### src/rtl/core/gdte_pkg.sv
// Shared types and constants for the GPS date/time to epoch-milliseconds converter.
// Holds the item structs, reciprocal constants for the decimal unpacking and the month table.
// No dependencies.
`default_nettype none

package gdte_pkg;

    localparam int unsigned DATE_W = 20;
    localparam int unsigned TIME_W = 27;
    localparam int unsigned DEV_W  = 32;
    localparam int unsigned EPOCH_W = 42;

    typedef struct packed {
        logic [DATE_W-1:0] date_ddmmyy;
        logic [TIME_W-1:0] time_hhmmsscc;
        logic [DEV_W-1:0]  clock_deviation_ms;
    } t_in_item;

    typedef struct packed {
        logic [EPOCH_W-1:0] epoch_ms;
        logic               month_invalid;
    } t_out_item;

    // Reciprocal multipliers: floor(x / d) == (x * ceil(2^s / d)) >> s, with s = N + ceil(log2 d)
    localparam int unsigned    S_DATE_D100  = 27;
    localparam logic [63:0]    M_DATE_D100  = ((64'd1 << S_DATE_D100) + 64'd99) / 64'd100;
    localparam int unsigned    S_DATE_D1E4  = 34;
    localparam logic [63:0]    M_DATE_D1E4  = ((64'd1 << S_DATE_D1E4) + 64'd9999) / 64'd10000;
    localparam int unsigned    S_TIME_D100  = 34;
    localparam logic [63:0]    M_TIME_D100  = ((64'd1 << S_TIME_D100) + 64'd99) / 64'd100;
    localparam int unsigned    S_TIME_D1E4  = 41;
    localparam logic [63:0]    M_TIME_D1E4  = ((64'd1 << S_TIME_D1E4) + 64'd9999) / 64'd10000;
    localparam int unsigned    S_TIME_D1E6  = 47;
    localparam logic [63:0]    M_TIME_D1E6  = ((64'd1 << S_TIME_D1E6) + 64'd999999) / 64'd1000000;

    // Seconds from 1970-01-01 to 2000-01-01, less one day for the one-based day of month
    localparam logic [32:0]    SECS_BASE    = 33'd946684800 - 33'd86400;
    localparam logic [32:0]    SECS_PER_DAY = 33'd86400;
    localparam logic [41:0]    MS_PER_SEC   = 42'd1000;
    localparam logic [6:0]     MONTHS       = 7'd12;

    function automatic logic [8:0] days_before_month(input logic [6:0] mon);
        logic [8:0] d;
        case (mon)
            7'd1:    d = 9'd0;
            7'd2:    d = 9'd31;
            7'd3:    d = 9'd59;
            7'd4:    d = 9'd90;
            7'd5:    d = 9'd120;
            7'd6:    d = 9'd151;
            7'd7:    d = 9'd181;
            7'd8:    d = 9'd212;
            7'd9:    d = 9'd243;
            7'd10:   d = 9'd273;
            7'd11:   d = 9'd304;
            7'd12:   d = 9'd334;
            default: d = 9'd0;
        endcase
        return d;
    endfunction

endpackage

`default_nettype wire

### src/rtl/core/gps_date_time_to_epoch_ms.sv
// Top level of the GPS date/time to Unix epoch-milliseconds converter.
// Depends on gdte_pkg for the item structs, reciprocal constants and month table.
//
// Usage:
//   Input channel (i_valid / o_ready / i_item) takes a decimal ddmmyy date, a decimal
//   hhmmsscc UTC time and a millisecond deviation. Output channel (o_valid / i_ready /
//   o_item) returns epoch milliseconds and a month-invalid flag, one result per item.
//   Each item moves through the stage registers in order, and o_valid rises when it
//   reaches the output register. Registers: input, decimal unpack, day count
//   and time-of-day seconds, total seconds, output. The unpack stage holds the reciprocal
//   multiplies and the multiply-subtract remainders; later stages hold a few multiplies
//   by constants plus adds.
//   Throughput is one item per cycle unless i_ready holds the output; every stage has
//   its own valid bit, so an empty stage keeps accepting while a finished result waits
//   at the output. When i_ready is low the output register holds its item and stages
//   behind it fill up one by one before o_ready drops.
//   Reset (synchronous, active low) clears all stage valid bits; payload registers
//   are not reset.
//   A month of 0 or above 12 gives epoch_ms of zero with month_invalid set.
`default_nettype none

module gps_date_time_to_epoch_ms (
    input  wire logic              i_clk,
    input  wire logic              i_rst_n,
    input  wire logic              i_valid,
    output logic                   o_ready,
    input  wire gdte_pkg::t_in_item  i_item,
    output logic                   o_valid,
    input  wire logic              i_ready,
    output gdte_pkg::t_out_item    o_item
);

    // stage valids
    logic r_v0, r_v1, r_v2, r_v3, r_v4;
    logic rdy1, rdy2, rdy3, rdy4;

    // stage 0: input register
    gdte_pkg::t_in_item r_in;

    // stage 1: unpacked fields
    logic [6:0]  r1_yy, r1_mon, r1_day, r1_min, r1_sec, r1_cc;
    logic [7:0]  r1_hour;
    logic [31:0] r1_dev;
    logic        r1_inv;
    logic [6:0]  n1_yy, n1_mon, n1_day, n1_min, n1_sec, n1_cc;
    logic [7:0]  n1_hour;
    logic [13:0] q_date_d100;
    logic [13:0] q_time_d1e4;
    logic [20:0] q_time_d100;

    // stage 2: day count and time-of-day seconds
    logic [16:0] r2_days;
    logic [18:0] r2_hms;
    logic [6:0]  r2_cc;
    logic [31:0] r2_dev;
    logic        r2_inv;
    logic [16:0] n2_days;
    logic [18:0] n2_hms;

    // stage 3: total seconds
    logic [32:0] r3_secs;
    logic [6:0]  r3_cc;
    logic [31:0] r3_dev;
    logic        r3_inv;
    logic [32:0] n3_secs;

    // stage 4: output register
    gdte_pkg::t_out_item r_out;
    gdte_pkg::t_out_item n_out;

    assign rdy4    = !r_v4 || i_ready;
    assign rdy3    = !r_v3 || rdy4;
    assign rdy2    = !r_v2 || rdy3;
    assign rdy1    = !r_v1 || rdy2;
    assign o_ready = !r_v0 || rdy1;
    assign o_valid = r_v4;
    assign o_item  = r_out;

    always_comb begin
        q_date_d100 = 14'((64'(r_in.date_ddmmyy) * gdte_pkg::M_DATE_D100)
                          >> gdte_pkg::S_DATE_D100);
        n1_day      = 7'((64'(r_in.date_ddmmyy) * gdte_pkg::M_DATE_D1E4)
                          >> gdte_pkg::S_DATE_D1E4);
        q_time_d100 = 21'((64'(r_in.time_hhmmsscc) * gdte_pkg::M_TIME_D100)
                          >> gdte_pkg::S_TIME_D100);
        q_time_d1e4 = 14'((64'(r_in.time_hhmmsscc) * gdte_pkg::M_TIME_D1E4)
                          >> gdte_pkg::S_TIME_D1E4);
        n1_hour     = 8'((64'(r_in.time_hhmmsscc) * gdte_pkg::M_TIME_D1E6)
                          >> gdte_pkg::S_TIME_D1E6);
        n1_yy  = 7'(r_in.date_ddmmyy - (20'(q_date_d100) * 20'd100));
        n1_mon = 7'(q_date_d100 - (14'(n1_day) * 14'd100));
        n1_cc  = 7'(r_in.time_hhmmsscc - (27'(q_time_d100) * 27'd100));
        n1_sec = 7'(q_time_d100 - (21'(q_time_d1e4) * 21'd100));
        n1_min = 7'(q_time_d1e4 - (14'(n1_hour) * 14'd100));
    end

    always_comb begin
        n2_days = 17'(r1_yy) * 17'd365
                + 17'((8'(r1_yy) + 8'd3) >> 2)
                + 17'(gdte_pkg::days_before_month(r1_mon))
                + 17'((r1_mon > 7'd2) && (r1_yy[1:0] == 2'b00))
                + 17'(r1_day);
        n2_hms  = 19'(r1_hour) * 19'd3600 + 19'(r1_min) * 19'd60 + 19'(r1_sec);
    end

    always_comb begin
        n3_secs = gdte_pkg::SECS_BASE + 33'(r2_days) * gdte_pkg::SECS_PER_DAY
                + 33'(r2_hms);
    end

    always_comb begin
        n_out.month_invalid = r3_inv;
        if (r3_inv) begin
            n_out.epoch_ms = '0;
        end else begin
            n_out.epoch_ms = 42'(r3_secs) * gdte_pkg::MS_PER_SEC
                           + 42'(r3_cc) * 42'd10 + 42'(r3_dev);
        end
    end

    always_ff @(posedge i_clk) begin
        if (!i_rst_n) begin
            r_v0 <= 1'b0;
            r_v1 <= 1'b0;
            r_v2 <= 1'b0;
            r_v3 <= 1'b0;
            r_v4 <= 1'b0;
        end else begin
            if (o_ready) r_v0 <= i_valid;
            if (rdy1)    r_v1 <= r_v0;
            if (rdy2)    r_v2 <= r_v1;
            if (rdy3)    r_v3 <= r_v2;
            if (rdy4)    r_v4 <= r_v3;
        end
    end

    always_ff @(posedge i_clk) begin
        if (o_ready && i_valid) begin
            r_in <= i_item;
        end
        if (rdy1 && r_v0) begin
            r1_yy   <= n1_yy;
            r1_mon  <= n1_mon;
            r1_day  <= n1_day;
            r1_hour <= n1_hour;
            r1_min  <= n1_min;
            r1_sec  <= n1_sec;
            r1_cc   <= n1_cc;
            r1_dev  <= r_in.clock_deviation_ms;
            r1_inv  <= (n1_mon == 7'd0) || (n1_mon > gdte_pkg::MONTHS);
        end
        if (rdy2 && r_v1) begin
            r2_days <= n2_days;
            r2_hms  <= n2_hms;
            r2_cc   <= r1_cc;
            r2_dev  <= r1_dev;
            r2_inv  <= r1_inv;
        end
        if (rdy3 && r_v2) begin
            r3_secs <= n3_secs;
            r3_cc   <= r2_cc;
            r3_dev  <= r2_dev;
            r3_inv  <= r2_inv;
        end
        if (rdy4 && r_v3) begin
            r_out <= n_out;
        end
    end

endmodule

`default_nettype wire
### config.mk
export PLATFORM = sky130hd
export DESIGN_NAME = gps_date_time_to_epoch_ms
export DESIGN_NICKNAME = d
export VERILOG_FILES = /design/src/rtl/core/gdte_pkg.sv /design/src/rtl/core/gps_date_time_to_epoch_ms.sv
export SDC_FILE = /design/constraint.sdc
export NUM_CORES = 2
export LEC_CHECK = 0
export ABC_AREA = 1
export ABC_CLOCK_PERIOD_IN_PS = 20700
export BUFFER_PORTS_ARGS = -buffer_cell sky130_fd_sc_hd__clkbuf_2
export CAP_MARGIN = 30
export CORE_ASPECT_RATIO = 1.25
export CORE_MARGIN = 3
export CORE_UTILIZATION = 65
export CTS_BUF_LIST = sky130_fd_sc_hd__clkbuf_2
export CTS_CLUSTER_SIZE = 24
export DETAILED_ROUTE_END_ITERATION = 10
export PLACE_DENSITY = 0.82
export SYNTH_ARGS = -nofsm -noshare
export SYNTH_HDL_FRONTEND = slang
export SYNTH_SLANG_ARGS = --single-unit
### constraint.sdc
create_clock -name i_clk -period 20.7 [get_ports i_clk]
set_input_delay 0 -clock i_clk [delete_from_list [all_inputs] [get_ports i_clk]]
set_output_delay 0 -clock i_clk [all_outputs]
set_load 0.005 [all_outputs]
==> run metrics <==
run status finished, final reports clean; via/cell ratio 5.696; clock latency on the worst-skew pair ~1500 ps; fillers between 8000 and 9000; Post-Syn Instances 7835; I/O pins roughly 130; skew final about 210 ps; Syn Nets roughly 11000; antenna violations before repair 5; first-pass iteration count of the detailed router 6; fmax 0.1050 GHz; synthesized area between 0.07 and 0.08 mm^2; 1st-iter DRT viols ~4500; nets 11090; gp weighted congestion approximately 1.1; post_cts resized 0; Hold Fails Final Rpt 0; grt ovf 0; Worst Setup End Kind flop; vias in the first global route ~60000; Final setup viols 0; layout cell share with drive strength beyond 1 0.04977; Die Wd around 310 um; Mapped Avg Cell Area about 9.6 um^2; Port Buf Inserts between 100 and 150; max-slew violations 0; Worst-Margin Slew 1019 ps; grt met3 use 0.09855; CTS tree done; post-layout min period 9524 ps; clk slew on worst S/H paths approximately 150 ps; Die ar. 0.1196 mm^2; EDFF count, synth 354; unrepaired setup endpoints after global routing no; Synth Flop Type edfxtp_1; wire length per cell 22.54 um; Relative slew margins 0.3208; CTS Hold Bufs 247; most numerous cell on the critical path inv_1; ys async rst share 0; core area 0.1140 mm^2; synth unique cells 54; largest net degree at the start of global routing 57; DRT antenna net count 0; worst-path maximum fanout 14; post-layout util 0.7142; crit path DAT 10730 ps; Clock Root Buffer clkbuf_2; Period Utilization, post-route 0.4601; sequential fraction of the synthesis area 0.1454; routing usage on met2 0.6466; Top Usage Layer GRT met2; detailed-route via count roughly 56000; Starting Density 0.6583; Inserted Clock Buffers 93; final WL approximately 220000 um; Post-Layout Cell Count 9895; startpoint types flop; hpwl dp between 150000 and 200000 um; Synth Register Bits between 300 and 400; row count around 140; H-tree levels 3; slowest stage delay, CP 720 ps; first-pass GRT wire length 342900 um; area growth from synthesis to layout 8.482%; met1 Usage GRT 0.4511; Inst Count DP 9468; Req. time, crit path between 20000 and 25000 ps; crit path kind flop to flop; Post-CTS Setup Inserts 0; max-cap viol count 0; clock tree buffer depth 3; setup_tns 0 ps; GRT Util Overall 0.3865; Die Ht ~390 um; slowest CP cell xor2_1; clk sinks ~370; Ys Warns 0; drt drc 0; min-delay worst type input pin to flop
cell usage after synthesis (14+ instances only):
| cell | instances | area, um^2 |
|---|---|---|
| inv_2 | 16 | 60.06 |
| a21oi_1 | 372 | 1862 |
| nand4_1 | 53 | 331.6 |
| a21o_1 | 43 | 322.8 |
| xor2_1 | 106 | 928.4 |
| nor2_1 | 327 | 1227 |
| edfxtp_1 | 354 | 10630 |
| nand3b_1 | 17 | 127.6 |
| inv_1 | 2246 | 8431 |
| o21a_1 | 23 | 172.7 |
| nand2_2 | 23 | 143.9 |
| a31oi_1 | 29 | 181.4 |
| o21ai_0 | 177 | 885.9 |
| ha_1 | 1392 | 17420 |
| nand2_1 | 883 | 3314 |
| fa_1 | 1272 | 25460 |
| xnor2_1 | 75 | 656.9 |
| nand3_1 | 189 | 945.9 |
| o21bai_1 | 24 | 180.2 |
| nor4_1 | 15 | 93.84 |
| dfxtp_1 | 14 | 280.3 |
| nor3_1 | 45 | 225.2 |
area by class of cell:
class,instances,area [um^2],share of cell area
Multi-Input combinational cell,5201,55620,0.6834
Sequential cell,368,10910,0.1341
Inverter,2262,8492,0.1043
Timing Repair Buffer,415,3461,0.04252
Tap cell,1470,1839,0.02260
Clock buffer,122,610.6,0.007502
Clock inverter,51,436.7,0.005365
Antenna cell,6,15.01,0.0001845
critical path: cells and delay by family (launching register included):
| family | cells | cell delay [ps] |
|---|---|---|
| flip-flops | 1 | 400 |
| adder cells (fa/ha/maj) | 10 | 4290 |
| buffers and inverters | 7 | 1620 |
| AND/OR/NAND/NOR | 7 | 730 |
| AO/OA/AOI/OAI | 5 | 960 |
| XOR/XNOR | 3 | 1240 |
stage by stage:
| stage | hold WS (ps) | setup slack, ps | cell area [um^2] |
|---|---|---|---|
| 3_5_place_dp | 178.6 | 11410 | 77820 |
| 5_1_grt | 215.3 | 11040 | 81380 |
| 4_1_cts | 28.64 | 11350 | 81340 |
| 6_report | 162.4 | 11180 | 81390 |
| 3_3_place_gp | 176.5 | 11450 | 77780 |
| 2_1_floorplan | 98.87 | 13050 | 75020 |
per-layer routing:
| layer | up-vias | routed length, um |
|---|---|---|
| met2 | 2453 | 106200 |
| li1 | 25440 | - |
| met3 | 750 | 19970 |
| met5 | - | 156 |
| met4 | 2 | 15450 |
| met1 | 27720 | 81180 |
sequential cells by signal, indices dropped and copies added (netlist names), 17 cells and up, named ones only:
register and flops:
r1_dev 32, r_in 79, r3_secs 33, o_item 43, r2_days 17, r2_hms 19
r2_dev 32, r3_dev 32
final timing paths:
kind	endpoint	startpoint	slack (ps)	depth (start not counted)
max	r1_cc[6]	r_in[42]	11180	32
min	r_in[37]	i_valid	160	5
max reg2reg	r1_cc[6]	r_in[42]	11180	32
min reg2reg	r3_dev[7]	r2_dev[7]	350	0
cell usage in the layout, fill, tap and decap left out, drive strengths merged, types with 3 or more instances in the layout:
cell type,count
a211oi,7
a21boi,11
a21o,43
a21oi,380
a31oi,29
and3,9
buf,41
bufinv,8
clkbuf,249
clkinv,40
dfxtp,14
diode,6
dlygate4sd3,247
edfxtp,354
fa,1272
ha,1392
inv,2265
nand2,912
nand3,197
nand3b,17
nand4,53
nor2,346
nor3,47
nor4,17
o211ai,10
o21a,23
o21ai,192
o21bai,25
o221ai,4
o311ai,3
o31ai,9
or2,10
xnor2,76
xor2,107
cell families (layout without fill, tap and decap cells):
| logic type | after synthesis | in the layout | share of synthesized area |
|---|---|---|---|
| flops | 368 | 368 | 0.1454 |
| simple gates | 1612 | 1612 | 0.09209 |
| buf+inv | 2266 | 2850 | 0.1134 |
| other cells | 0 | 6 | 0 |
| xor+xnor | 184 | 184 | 0.02201 |
| compound gates | 741 | 741 | 0.05552 |
| fa+ha+maj | 2664 | 2664 | 0.5716 |
Power is not shown: default switching activity piles up to over one toggle a cycle in this logic, so the estimate is an artifact.
